**src/design/gwcc_pkg.sv**
```systemverilog
// Shared types, constants and register map for the grid window collision check.
// No dependencies; every other file of the block imports this package.
`timescale 1ns / 1ps
`default_nettype none

package gwcc_pkg;

  // Grid geometry limits
  localparam int unsigned GRID_DIM_LIMIT   = 511;   // 9-bit width/height registers top out here
  localparam int unsigned GRID_STORE_CELLS = 65536; // cells at or beyond this index read as free
  localparam int unsigned DEF_MAX_WIDTH    = 256;
  localparam int unsigned DEF_MAX_HEIGHT   = 256;

  // APB register file
  localparam int unsigned APB_AW = 5;
  localparam int unsigned APB_DW = 32;

  typedef enum logic [2:0] {
    REG_ORIGIN_X    = 3'd0,
    REG_ORIGIN_Y    = 3'd1,
    REG_CELL_SIZE   = 3'd2,
    REG_GRID_WIDTH  = 3'd3,
    REG_GRID_HEIGHT = 3'd4,
    REG_RADIUS      = 3'd5
  } gwcc_reg_e;

  localparam logic signed [23:0] RST_ORIGIN_X    = 24'sd0;
  localparam logic signed [23:0] RST_ORIGIN_Y    = 24'sd0;
  localparam logic [15:0]        RST_CELL_SIZE   = 16'd13;
  localparam logic [8:0]         RST_GRID_WIDTH  = 9'd256;
  localparam logic [8:0]         RST_GRID_HEIGHT = 9'd256;
  localparam logic [3:0]         RST_RADIUS      = 4'd6;

  // Divider: 25-bit signed dividend, magnitude below 2^24
  localparam int unsigned DIV_STEPS = 24;

  typedef enum logic {
    ACT_WRITE = 1'b0,
    ACT_QUERY = 1'b1
  } gwcc_action_e;

  typedef struct packed {
    logic               action;
    logic [15:0]        cell_index;
    logic signed [7:0]  cell_occupancy;
    logic signed [23:0] pos_x;
    logic signed [23:0] pos_y;
  } gwcc_in_t;

  typedef struct packed {
    logic collision;
    logic was_query;
  } gwcc_out_t;

  typedef struct packed {
    logic signed [23:0] origin_x;
    logic signed [23:0] origin_y;
    logic [15:0]        cell_size;
    logic [8:0]         grid_width;
    logic [8:0]         grid_height;
    logic [3:0]         radius;
  } gwcc_cfg_t;

  typedef enum logic [3:0] {
    ST_IDLE,
    ST_WRITE,
    ST_DIVX,
    ST_DIVY,
    ST_BOUND,
    ST_BASE,
    ST_SCAN,
    ST_DRAIN,
    ST_RESP
  } gwcc_state_e;

endpackage

`default_nettype wire

```
**src/design/gwcc_div.sv**
```systemverilog
// Iterative signed divider: 25-bit dividend by 16-bit unsigned divisor, one
// quotient bit per cycle, truncating toward zero. Depends on gwcc_pkg.
`timescale 1ns / 1ps
`default_nettype none

module gwcc_div (
  input  wire logic               clk_i,
  input  wire logic               rst_ni,
  input  wire logic               start_i,
  input  wire logic signed [24:0] dividend_i,
  input  wire logic [15:0]        divisor_i,
  output logic                    done_o,
  output logic signed [24:0]      quotient_o
);
  import gwcc_pkg::*;

  localparam int unsigned CW = $clog2(DIV_STEPS + 1);

  logic          busy_q, done_q, neg_q;
  logic [CW-1:0] cnt_q;
  logic [23:0]   quo_q;
  logic [15:0]   rem_q;
  logic [15:0]   dsr_q;
  logic [24:0]   mag;
  logic [16:0]   trial;
  logic          fits;

  assign mag   = dividend_i[24] ? (25'd0 - dividend_i) : dividend_i;
  assign trial = {rem_q, quo_q[23]};
  assign fits  = trial >= {1'b0, dsr_q};

  always_ff @(posedge clk_i or negedge rst_ni) begin
    if (!rst_ni) begin
      busy_q <= 1'b0;
      done_q <= 1'b0;
      cnt_q  <= '0;
    end else begin
      done_q <= 1'b0;
      if (start_i) begin
        busy_q <= 1'b1;
        cnt_q  <= CW'(DIV_STEPS);
      end else if (busy_q) begin
        cnt_q <= cnt_q - 1'b1;
        if (cnt_q == CW'(1)) begin
          busy_q <= 1'b0;
          done_q <= 1'b1;
        end
      end
    end
  end

  // Restoring shift-subtract on the magnitude; sign applied at the end
  always_ff @(posedge clk_i) begin
    if (start_i) begin
      neg_q <= dividend_i[24];
      quo_q <= mag[23:0];
      rem_q <= '0;
      dsr_q <= (divisor_i == 16'd0) ? 16'd1 : divisor_i;
    end else if (busy_q) begin
      rem_q <= fits ? 16'(trial - {1'b0, dsr_q}) : trial[15:0];
      quo_q <= {quo_q[22:0], fits};
    end
  end

  assign done_o     = done_q;
  assign quotient_o = neg_q ? (25'sd0 - $signed({1'b0, quo_q})) : $signed({1'b0, quo_q});

endmodule

`default_nettype wire

```
**config.mk**
```make
export PLATFORM = sky130hd
export DESIGN_NAME = gwcc_div
export DESIGN_NICKNAME = d
export VERILOG_FILES = /design/src/design/gwcc_pkg.sv /design/src/design/gwcc_div.sv
export SDC_FILE = /design/constraint.sdc
export NUM_CORES = 1
export LEC_CHECK = 0
export BUFFER_PORTS_ARGS = -buffer_cell sky130_fd_sc_hd__buf_2
export CAP_MARGIN = 15
export CORE_MARGIN = 3
export CORE_UTILIZATION = 60
export DETAILED_ROUTE_END_ITERATION = 7
export PLACE_DENSITY = 0.84
export RECOVER_POWER = 100
export SLEW_MARGIN = 10
export SYNTH_ARGS = -nofsm -noshare
export SYNTH_HDL_FRONTEND = slang
export SYNTH_SLANG_ARGS = --single-unit
export TNS_END_PERCENT = 5
```
**constraint.sdc**
```tcl
create_clock -name clk_i -period 4.1 [get_ports clk_i]
set_input_delay 0.82 -clock clk_i [delete_from_list [all_inputs] [get_ports clk_i]]
set_output_delay 0.82 -clock clk_i [all_outputs]
set_load 0.05 [all_outputs]
```
**After elaboration in Yosys (flattened, before gate mapping)**

Index checks and enable logic that the tools add are counted.

- Input bits: 44
- RAM bits: 0
- Memory bits (read-only): 0
- Flip-flop bits (word level): 64
- Word-level logic and storage cells: 28
- Latch bits: 0
- Memories kept: 0
- Output and inout bits: 26

- Reductions and logical operators: 2
- $mul: 0
- Magnitude comparators: 1
- Equality and inequality tests: 1
- Bitwise gates (word level): 0
- $add $sub $neg: 4
- Shift-type cells: 0
- Div/mod/pow operators: 0
- Multiplexer cells: 13

Operators with widths:

| cell | number |
|---|---|
| $mux 24 | 3 |
| $mux 25 | 1 |
| $sub 1x24->25 const A | 1 |
| $sub 1x24->24 const A | 1 |
| $ge 17x16->1 | 1 |
| $logic_not 16->1 | 1 |
| $mux 16 | 1 |
| $sub 16x16->16 | 1 |
| $mux 5 | 2 |
| $mux 1 | 6 |
| $eq 5x1->1 const B | 1 |
| $sub 5x1->5 const B | 1 |
| $reduce_bool 2->1 | 1 |

**Logic depth before layout (Yosys ltp)**

- Depth in word-level cells: 4
- Gate-level depth with buffers: 11
- Mapped depth without buffers: 10

**Worst setup path before layout**

Ideal clock, no wire load.

- Path kind: register to output
- Start point: register quo_q[8]
- End point: output quotient_o[23]
- Buffers on the path: 1
- Arrival: 2.548 ns
- Path slack: 0.732 ns
- Data required time: 3.280 ns
- Cell stages (with the launch flop): 7
- Cells stage by stage: edfxtp_1 > or3_1 > o41ai_1 > and2_1 > clkbuf_1 > nand2_1 > xnor2_1

- Word-level cells in the longest chain between the ends: 2

RTL lines:

| element | RTL line | RTL |
|---|---|---|
| start: declaration | gwcc_div.sv:21 | `logic [23:0] quo_q;` |
| start signal: assignment | gwcc_div.sv:56 | `quo_q <= mag[23:0];` |
| start signal: assignment | gwcc_div.sv:61 | `quo_q <= {quo_q[22:0], fits};` |
| $sub 1x24->25 | gwcc_div.sv:66 | `assign quotient_o = neg_q ? (25'sd0 - $signed({1'b0, quo_q})) : $signed({1'b0, quo_q});` |
| $mux 25 | gwcc_div.sv:66 |  |
| end: declaration | gwcc_div.sv:13 | `output logic signed [24:0] quotient_o` |

Every way passes these cells.

**Worst setup path after layout**

- Start point: register quo_q[7]
- End point: output quotient_o[21]

The elaborated chain is that of the path after synthesis.

==> metrics.md <==
| Metric | Value |
|---|---|
| Status | finished with violations |
| Failing checks | capacitance limit, slew limit |
| Area added between synthesis and finish | 10.7% |
| CTS root buffer | clkbuf_8 |
| Final number of setup-violating endpoints | 0 |
| Power Total | ~2.7 mW |
| Die area | approximately 8500 um^2 |
| # rows | 30 |
| Mapped Area | 4470 um^2 |
| WL final | 9.32 mm |
| Setup TNS Final | 0 ns |
| Chip height | between 90 and 100 um |
| Diodes inserted | 0 |
| Core Util, Final | 70.5% |
| Crit path required time | about 3.3 ns |
| Setup Crit Path Kind | register to output pin |
| Commonest non-fill, non-tap cell in the layout | nor2_1 |
| Drt pass-1 iters | 5 |
| Max clock buf depth | 2 |
| Max cap viols | 2 |
| Grt total ovfl | 0 |
| PostCTS Resize Cnt | 0 |
| Worst path bufs/invs | 1 |
| Max VDD drop | 0.314 mV |
| GPL Wtd Cong | 0.929 |
| Syn Nets | 564 |
| Final instance area | just under 5000 um^2 |
| Period utilization | around nine tenths |
| LEAKAGE | 2.00 nW |
| Num CTS Buffers | 9 |
| Final Net Count | a little over 600 |
| Max-slew violation count | between 80 and 90 |
| Setup Buffers After CTS | 0 |
| Total track usage | approximately 22% |
| Cell variety after synth | 57 |
| TritonCTS clock tree | yes |
| #FFs+latches synth | 64 |
| Crit-path leading delay family | simple AND/OR/NAND/NOR gates |
| Remaining antenna violation count | 0 |
| DRT iter0 DRCs | 222 |
| Pwr dens | roughly 550 nW/um^2 |
| Yosys top cell area share | about 28% |
| Final min period | between 3 and 4 ns |
| Worst-path clk slew | 0.07 ns |
| Post-synth top flop | edfxtp_1 |
| Multi-input logic area | around 2500 um^2 |
| EDFF count, synth | between 40 and 50 |
| Slowest-stage cell, CP | o41ai_1 |
| Hold Crit Class | primary input to async pin |
| First-pass GRT wire length | 15.4 mm |
| Vias in the first global route | around 3.5k |
| Critical-path cell list | or3_1, o41ai_1, and2_0, nand2_1, xor2_1, clkbuf_1 |
| Largest net degree at the start of global routing | 57 |
| Top cell type by total area after synthesis | edfxtp_1 |
| Final-report hold violation count | 0 |
| CTS H-tree depth | 3 |
| Latest clock arrival within the worst-skew pair | 0.34 ns |
| RSZ-0062 raised after global routing | false |
| Initial antenna violation count | 0 |
| Seq/Total Area, Yosys | between 30% and 40% |
| Post-DR wirelength/cell | 14.4 um |
| Syn Area/Cell | 8.96 um^2 |
| Post-DP HPWL | about 7.0 mm |
| Fill count | approximately 570 |
| Asr flop ratio synth | a little over a tenth |
| Worst-margin pin slew | 2.34 ns |
| Initial Util | 63.7% |
| Slew Limit Headroom | -55.9% |
| Cts hold-fix bufs | 0 |
| Worst Clk Skew | about 0.0058 ns |
| Via count | between 3k and 4k |
| I/O pin cnt | 70 |
| Synth Warn # | 0 |
| Crit. End Element | output pin |
| Share of layout cells above drive strength 1 | approximately a tenth |
| Sequential Area | 1730 um^2 |
| Biggest cell delay along the critical path | slightly below 0.6 ns |
| Via density per instance | approximately 5.7 |
| Fmax | 0.271 GHz |
| Ranking of synthesized cells by area | edfxtp_1, xor2_1, dfxtp_1, ha_1, xnor2_1 |
| Post-synthesis cell count | around 500 |
| Port bufs | 69 |
| Commonest non-fill, non-tap cells in the layout | nor2_1, nand2_1, edfxtp_1 |
| Area of the core | 7020 um^2 |
| Startpoint Class | register |
| Die Span X | slightly above 90 um |
| Post-placement cell area | roughly 4800 um^2 |
| CP max FO | 5 |
| Clk sinks | between 60 and 70 |
| DRC violations left | 0 |
| Worst EP arrival | approximately 2.9 ns |
metal layers:
metal	vias up	share of wire, %	GRT usage [%]
li1	1865	-	-
met1	1712	44	27.1
met2	105	50	39.6
met3	11	5.3	4.79
met4	0	1.2	7.05
met5	-	0	0
stage by stage:
stage	setup WS [ns]	instances	hold WS, ns
6_report	0.409	649	0.365
5_1_grt	0.213	649	0.371
4_1_cts	0.578	649	0.294
3_5_place_dp	0.952	633	0.490
3_3_place_gp	1.07	633	0.484
2_1_floorplan	0.732	499	0.463
registers in the layout, summed over array words and instances, names as in the netlist:
signal	flops
quo_q	24
neg_q	1
rem_q	16
busy_q	1
done_o	1
dsr_q	16
cnt_q	5
cell usage after synthesis (9+ instances only):
library cell,count
nor3_1,9
dfxtp_1,16
clkbuf_1,31
xnor2_1,23
or3_1,10
inv_1,27
nand2_1,41
nor4_1,9
ha_1,20
a211oi_1,9
edfxtp_1,41
mux2i_1,9
o21ai_0,28
xor2_1,38
nor2_1,48
a21oi_1,34
kinds of logic (layout without fill, tap and decap cells):
family	after synthesis	in the layout	synth area share [%]
AOI/OAI and AO/OA	116	116	17.0
xor gates and xnor gates	61	61	12.0
adders and majority gates	21	21	6.05
buffers and inverters	62	116	5.40
DFF	64	64	38.6
muxes	14	14	3.36
and+or+nand+nor	161	161	17.6
final timing paths:
check,from,to,slack (ns),cells after the start
setup / recovery,quo_q[7],quotient_o[21],0.41,6
hold / removal,rst_ni,done_o,0.37,1
setup reg to reg,dsr_q[6],rem_q[4],0.68,9
min in group clk_i,rem_q[13],rem_q[13],0.50,2
max in group asynchronous,rst_ni,busy_q,3.47,1
hold reg to reg,rem_q[13],rem_q[13],0.50,2
layout make-up:
| type | count | share of cell area (%) |
|---|---|---|
| Clock buffer | 11 | 2.65 |
| Clock inverter | 5 | 1.44 |
| Inverter | 27 | 2.05 |
| Multi-Input combinational cell | 373 | 50.0 |
| Sequential cell | 64 | 34.9 |
| Tap cell | 96 | 2.43 |
| Timing Repair Buffer | 73 | 6.52 |
power breakdown:
group | switching (mW) | leakage [nW] | internal, mW
logic | 0.770 | 1.28 | 0.456
registers | 0.112 | 0.624 | 0.821
clock network | 0.230 | 0.100 | 0.337
(Power assumes the default switching activity.)
