### config.mk
export PLATFORM = sky130hd
export DESIGN_NAME = gwcc_regs
export DESIGN_NICKNAME = d
export VERILOG_FILES = /design/src/design/gwcc_pkg.sv /design/src/design/gwcc_regs.sv
export SDC_FILE = /design/constraint.sdc
export NUM_CORES = 1
export LEC_CHECK = 0
export BUFFER_PORTS_ARGS = -buffer_cell sky130_fd_sc_hd__buf_2
export CAP_MARGIN = 0
export CORE_MARGIN = 2
export CORE_UTILIZATION = 38
export DETAILED_ROUTE_END_ITERATION = 12
export GPL_TIMING_DRIVEN = 0
export MAX_ROUTING_LAYER = met4
export PLACE_DENSITY = 0.75
export SYNTH_ARGS = -nofsm -noshare
export SYNTH_HDL_FRONTEND = slang
export SYNTH_SLANG_ARGS = --single-unit
export TNS_END_PERCENT = 10
### constraint.sdc
create_clock -name clk_i -period 1.45 [get_ports clk_i]
set_input_delay 0.145 -clock clk_i [delete_from_list [all_inputs] [get_ports clk_i]]
set_output_delay 0.145 -clock clk_i [all_outputs]
set_load 0.02 [all_outputs]
### src/design/gwcc_pkg.sv
// Shared types, constants and register map for the grid window collision check.
// No dependencies; every other file of the block imports this package.
`timescale 1ns / 1ps
`default_nettype none

package gwcc_pkg;

  // Grid geometry limits
  localparam int unsigned GRID_DIM_LIMIT   = 511;   // 9-bit width/height registers top out here
  localparam int unsigned GRID_STORE_CELLS = 65536; // cells at or beyond this index read as free
  localparam int unsigned DEF_MAX_WIDTH    = 256;
  localparam int unsigned DEF_MAX_HEIGHT   = 256;

  // APB register file
  localparam int unsigned APB_AW = 5;
  localparam int unsigned APB_DW = 32;

  typedef enum logic [2:0] {
    REG_ORIGIN_X    = 3'd0,
    REG_ORIGIN_Y    = 3'd1,
    REG_CELL_SIZE   = 3'd2,
    REG_GRID_WIDTH  = 3'd3,
    REG_GRID_HEIGHT = 3'd4,
    REG_RADIUS      = 3'd5
  } gwcc_reg_e;

  localparam logic signed [23:0] RST_ORIGIN_X    = 24'sd0;
  localparam logic signed [23:0] RST_ORIGIN_Y    = 24'sd0;
  localparam logic [15:0]        RST_CELL_SIZE   = 16'd13;
  localparam logic [8:0]         RST_GRID_WIDTH  = 9'd256;
  localparam logic [8:0]         RST_GRID_HEIGHT = 9'd256;
  localparam logic [3:0]         RST_RADIUS      = 4'd6;

  // Divider: 25-bit signed dividend, magnitude below 2^24
  localparam int unsigned DIV_STEPS = 24;

  typedef enum logic {
    ACT_WRITE = 1'b0,
    ACT_QUERY = 1'b1
  } gwcc_action_e;

  typedef struct packed {
    logic               action;
    logic [15:0]        cell_index;
    logic signed [7:0]  cell_occupancy;
    logic signed [23:0] pos_x;
    logic signed [23:0] pos_y;
  } gwcc_in_t;

  typedef struct packed {
    logic collision;
    logic was_query;
  } gwcc_out_t;

  typedef struct packed {
    logic signed [23:0] origin_x;
    logic signed [23:0] origin_y;
    logic [15:0]        cell_size;
    logic [8:0]         grid_width;
    logic [8:0]         grid_height;
    logic [3:0]         radius;
  } gwcc_cfg_t;

  typedef enum logic [3:0] {
    ST_IDLE,
    ST_WRITE,
    ST_DIVX,
    ST_DIVY,
    ST_BOUND,
    ST_BASE,
    ST_SCAN,
    ST_DRAIN,
    ST_RESP
  } gwcc_state_e;

endpackage

`default_nettype wire

### src/design/gwcc_regs.sv
// APB configuration registers of the grid window collision check.
// Depends on gwcc_pkg for the register map, reset values and the config struct.
`timescale 1ns / 1ps
`default_nettype none

module gwcc_regs (
  input  wire logic                        clk_i,
  input  wire logic                        rst_ni,
  input  wire logic                        psel,
  input  wire logic                        penable,
  input  wire logic                        pwrite,
  input  wire logic [gwcc_pkg::APB_AW-1:0] paddr,
  input  wire logic [gwcc_pkg::APB_DW-1:0] pwdata,
  output logic      [gwcc_pkg::APB_DW-1:0] prdata,
  output logic                             pready,
  output gwcc_pkg::gwcc_cfg_t              cfg_o
);
  import gwcc_pkg::*;

  gwcc_cfg_t  cfg_q;
  logic [2:0] reg_idx;
  logic       wr_en;

  assign reg_idx = paddr[4:2];
  assign wr_en   = psel && penable && pwrite;
  assign pready  = 1'b1;
  assign cfg_o   = cfg_q;

  always_ff @(posedge clk_i or negedge rst_ni) begin
    if (!rst_ni) begin
      cfg_q.origin_x     <= RST_ORIGIN_X;
      cfg_q.origin_y     <= RST_ORIGIN_Y;
      cfg_q.cell_size    <= RST_CELL_SIZE;
      cfg_q.grid_width   <= RST_GRID_WIDTH;
      cfg_q.grid_height  <= RST_GRID_HEIGHT;
      cfg_q.radius       <= RST_RADIUS;
    end else if (wr_en) begin
      case (reg_idx)
        REG_ORIGIN_X:    cfg_q.origin_x     <= pwdata[23:0];
        REG_ORIGIN_Y:    cfg_q.origin_y     <= pwdata[23:0];
        REG_CELL_SIZE:   cfg_q.cell_size    <= pwdata[15:0];
        REG_GRID_WIDTH:  cfg_q.grid_width   <= pwdata[8:0];
        REG_GRID_HEIGHT: cfg_q.grid_height  <= pwdata[8:0];
        REG_RADIUS:      cfg_q.radius       <= pwdata[3:0];
        default: ;
      endcase
    end
  end

  always_comb begin
    case (reg_idx)
      REG_ORIGIN_X:    prdata = {8'd0, cfg_q.origin_x};
      REG_ORIGIN_Y:    prdata = {8'd0, cfg_q.origin_y};
      REG_CELL_SIZE:   prdata = {16'd0, cfg_q.cell_size};
      REG_GRID_WIDTH:  prdata = {23'd0, cfg_q.grid_width};
      REG_GRID_HEIGHT: prdata = {23'd0, cfg_q.grid_height};
      REG_RADIUS:      prdata = {28'd0, cfg_q.radius};
      default:         prdata = '0;
    endcase
  end

endmodule

`default_nettype wire

Word level (Yosys, flattened, before mapping)
Cells that the tools add are included.
- register bits after elaboration: 86
- bits of input ports: 42
- output and inout port bits: 119
- word-level logic and storage cells: 21
- equality and inequality tests: 5
- muxes and demuxes: 1
- reduce and logical (&&, ||, !) cells: 9
- operator list (operator ; number):
    case mux 24 bit (6 select lines) ; 1
    AND reduction 2 bit ; 6
    == test 3 x 2 -> 1 bit (second input constant) ; 2
    == test 3 bit (second input constant) ; 2
    == test 3 x 1 -> 1 bit (second input constant) ; 1
    zero test 3 bit ; 1
    logical AND 1 bit ; 2

Logic depth before layout (Yosys ltp)
- word-level depth: 3
- depth in mapped cells: 6
- mapped depth without buffers: 3

Worst setup path after synthesis
No wires, ideal clock.
- path type: reg-to-output
- from: register cfg_q, in the netlist cfg_o[0]
- to: output port prdata[0] (netlist name)
- arrival time: 1.272 ns
- required time: 1.305 ns
- slack: 0.033 ns
- cell stages (with the launch flop): 4
- buffers on the path: 0
- cell sequence: dfrtp_1 > mux2i_1 > o21a_1 > a211oi_1
- cells in the longest elaborated chain, start to end: 1
- ends and longest elaborated chain (what ; line ; source):
    start, declared ; gwcc_regs.sv:20 ; gwcc_cfg_t cfg_q;
    case mux 24 bit (6 select lines) ; gwcc_regs.sv:51 ; case (reg_idx)
    end, declared ; gwcc_regs.sv:14 ; output logic [gwcc_pkg::APB_DW-1:0] prdata,
Every way passes these cells.

Worst setup path after layout
- from: register cfg_q, in the netlist cfg_o[1]
- to: output port prdata[1] (netlist name)
The elaborated chain is that of the path after synthesis.

==> impl_results.md <==
* Port buffer count at 140
* Synthesized cell area at around 0.0043 sq mm
* Pre-CTS setup slack at -0.2611 ns
* Worst setup path category: flip-flop to primary output
* Gpl congestion at around 0.79
* CP required at ~1.3 ns
* Wire length of the first global-routing pass at 17350 um
* Cells after Synth at 300
* Leakage at slightly below 3 nW
* Critical Path, Cell by Cell: mux2i_1, o22a_1, o21ai_1, buf_4
* Total GRT Usage at 0.1851
* FFs w/ async S/R, synth at 1.000
* Final #Nets at 513
* Clock sink total at 86
* Cell at the slowest stage of the critical path: dfstp_2
* CTS buffer count at 9
* Initial antenna violation count at 0
* DRT Pass-1 Iters at 4
* H-tree Lvls at 3
* Final Hold Viols at 0
* HPWL Detailed at between 7000 and 8000 um
* Longest Clk Path Bufs at 2
* Final Max Slew Viols at 0
* Crit. End Element: primary output
* Routed WL at around 11000 um
* Sequential share of the synthesized area at 0.5017
* Critical path buffer and inverter count at 1
* Final setup violation count at 13
* Chip height at between 100 and 150 um
* Final std cells w/o fill at a little over 600
* Family with the most delay on the worst path: flip-flops
* Vias per cell at ~4.9
* Rel. slew slack at 0.6163
* Final ANT Viol Nets at 0
* Total negative slack at -0.3977 ns
* Post-synth EDFFs at 0
* Crit path max fanout at 2
* Initial core utilization at 0.3938
* Max-cap violations at 0
* Pin slew with the least headroom to its limit at roughly 0.58 ns
* Reg clk slew, reported paths at roughly 0.07 ns
* Tmin final at roughly 1.5 ns
* Via count at 3043
* Inst Count DP at approximately 590
* FP Rows at 38
* Ys Warns at 0
* DRC viols at 0
* Worst R2R Path Depth at 3
* P&R area growth vs syn at 33.12%
* Clk root buf: clkbuf_16
* Utilization after layout at 0.5243
* Clock Skews at 0 ns
* RSZ-0062 raised after global routing: true
* FMAX at 658.6 MHz
* PwrDens at between 1000 and 1500 mW/mm^2
* CP max stage delay at roughly 0.53 ns
* Worst r2r dst: cfg_o[1]
* Vias in the first global route at between 3000 and 4000
* Total congestion overflow at 0
* CP Launch Type: flip-flop
* DIE WIDTH at around 110 um
* Max reg flops at 86
* Hold_sp: pwdata[23]
* VDD IR-drop max at ~0.0006 V
* Placeable Area at around 0.011 sq mm
* Clock tree from TritonCTS: yes
* Layout cells sized above 1 at 0.6492
* Failing checks: setup timing
* Hold EP: cfg_o[85]
* Mean Syn Cell Area at between 10 and 15 sq um
* Initial DRC Count at 83
* Setup ws final at -0.06829 ns
* Status: finished with violations
* CP arrival at approximately 1.4 ns
* Yosys cell types at 31
* FF+latch count, synth at 86
* Main synth FF type: dfrtp_1
* Routed len/inst at between 15 and 20 um
* RR Startpoint: cfg_o[1]
* # IOs at 161
* WHS Path Cells at 2
* Worst-Skew Late Latency at between 0.3 and 0.4 ns
* Reg-to-reg slack, setup at approximately 0.5 ns
* Die ar. at between 0.01 and 0.015 sq mm
* Min-Delay Path Class: primary input to flip-flop
* Fin crit share at 1.047
* Antenna diode count at 0
* Largest net degree at the start of global routing at 45
[layer usage]
| metal | up-vias | global-route usage | wire [um] |
|---|---|---|---|
| met5 | - | - | 0 |
| met4 | 0 | 0.05250 | 112 |
| met3 | 12 | 0.03622 | 571 |
| met2 | 104 | 0.3043 | 5475 |
| met1 | 1525 | 0.2339 | 4875 |
| li1 | 1402 | - | - |
[synthesized netlist by cell type (all sizes together), types with 7 or more instances]
cell type  instances  area, sq um
mux2i             36        360.4
or2                8        50.05
a21oi              7        35.03
nor2              18        122.6
mux2              86         1119
dfstp              7        183.9
dfrtp             79         1977
buf               22        216.5
nand2              7        26.28
[placed cells by master, fill, tap and decap left out]
| master | instances |
|---|---|
| a211o_1 | 3 |
| a211oi_2 | 2 |
| a21o_1 | 2 |
| a21oi_2 | 7 |
| and2b_1 | 1 |
| buf_12 | 5 |
| buf_2 | 129 |
| buf_4 | 30 |
| buf_6 | 9 |
| buf_8 | 1 |
| bufinv_16 | 1 |
| clkbuf_16 | 9 |
| clkbuf_2 | 2 |
| clkinv_2 | 2 |
| clkinvlp_4 | 2 |
| conb_1 | 9 |
| dfrtp_1 | 79 |
| dfstp_2 | 7 |
| dlygate4sd3_1 | 1 |
| inv_6 | 2 |
| mux2_2 | 46 |
| mux2_4 | 40 |
| mux2i_1 | 36 |
| nand2_1 | 7 |
| nand2b_1 | 3 |
| nand4_2 | 1 |
| nand4b_4 | 1 |
| nor2_1 | 12 |
| nor2_4 | 4 |
| nor2_8 | 2 |
| nor2b_1 | 1 |
| nor3_1 | 3 |
| o21a_1 | 1 |
| o21ai_1 | 3 |
| o22a_1 | 3 |
| o22ai_1 | 2 |
| or2_1 | 1 |
| or2_2 | 7 |
[cell type report]
cell class | count | area [sq um]
plain buffers | 24 | 249.0
clock buffers | 9 | 225.2
clock inverters | 7 | 72.57
fillers | 986 | 5202
multi-input cells | 197 | 1992
flip-flops and latches | 86 | 2161
well taps | 140 | 175.2
repair buffers | 153 | 858.3
[worst register-to-register path, stage by stage (launching register included)]
cell     delay [ns]
dfstp_2        0.37
buf_4          0.12
buf_4          0.13
mux2_2         0.25
[per-stage QoR]
stage          cell area [sq um]  hold WS [ns]  power, mW
2_1_floorplan               4333       -0.1506      4.820
4_1_cts                     5678       0.05053      8.159
3_3_place_gp                5209        0.3936      5.636
6_report                    5733       0.06280      8.125
3_5_place_dp                5231        0.1802      5.710
5_1_grt                     5733       0.05731      8.520
[kinds of logic (layout without fill, tap and decap cells)]
family	Yosys count	after routing	share of synthesized area
other	2	9	0.001744
AOI/OAI and AO/OA	23	23	0.03544
buffers and inverters	24	193	0.05201
muxes	122	122	0.3434
and+or+nand+nor	43	43	0.06566
DFF	86	86	0.5017
[timing repair]
action | 4_1_cts | 5_1_grt
setup buffers | 7 | 4
setup endpoints to repair | 24 | 16
hold buffers | 1 | 0
gates resized for setup | 31 | 7
hold endpoints to repair | 40 | 0
pin swaps | 2 | 4
[where the power goes]
part	internal [mW]	leakage, nW	switching [mW]
clock	1.34	0.142	0.971
combinational	1.17	1.76	1.37
sequential	2.90	1.08	0.366
total	5.41	2.98	2.71
[how the worst max path moves through the flow]
stage             start   endpoint  slack [ns]  depth (start not counted)
2_1_floorplan  cfg_o[0]  prdata[0]        0.03                          3
3_3_place_gp     rst_ni  cfg_o[11]       -0.48                          1
3_5_place_dp   paddr[2]  prdata[8]       -0.26                          6
4_1_cts        cfg_o[1]  prdata[1]       -0.08                          4
5_1_grt        cfg_o[1]  prdata[1]       -0.12                          4
6_report       cfg_o[1]  prdata[1]       -0.07                          4
No activity file was read; power rests on OpenSTA's default activity.
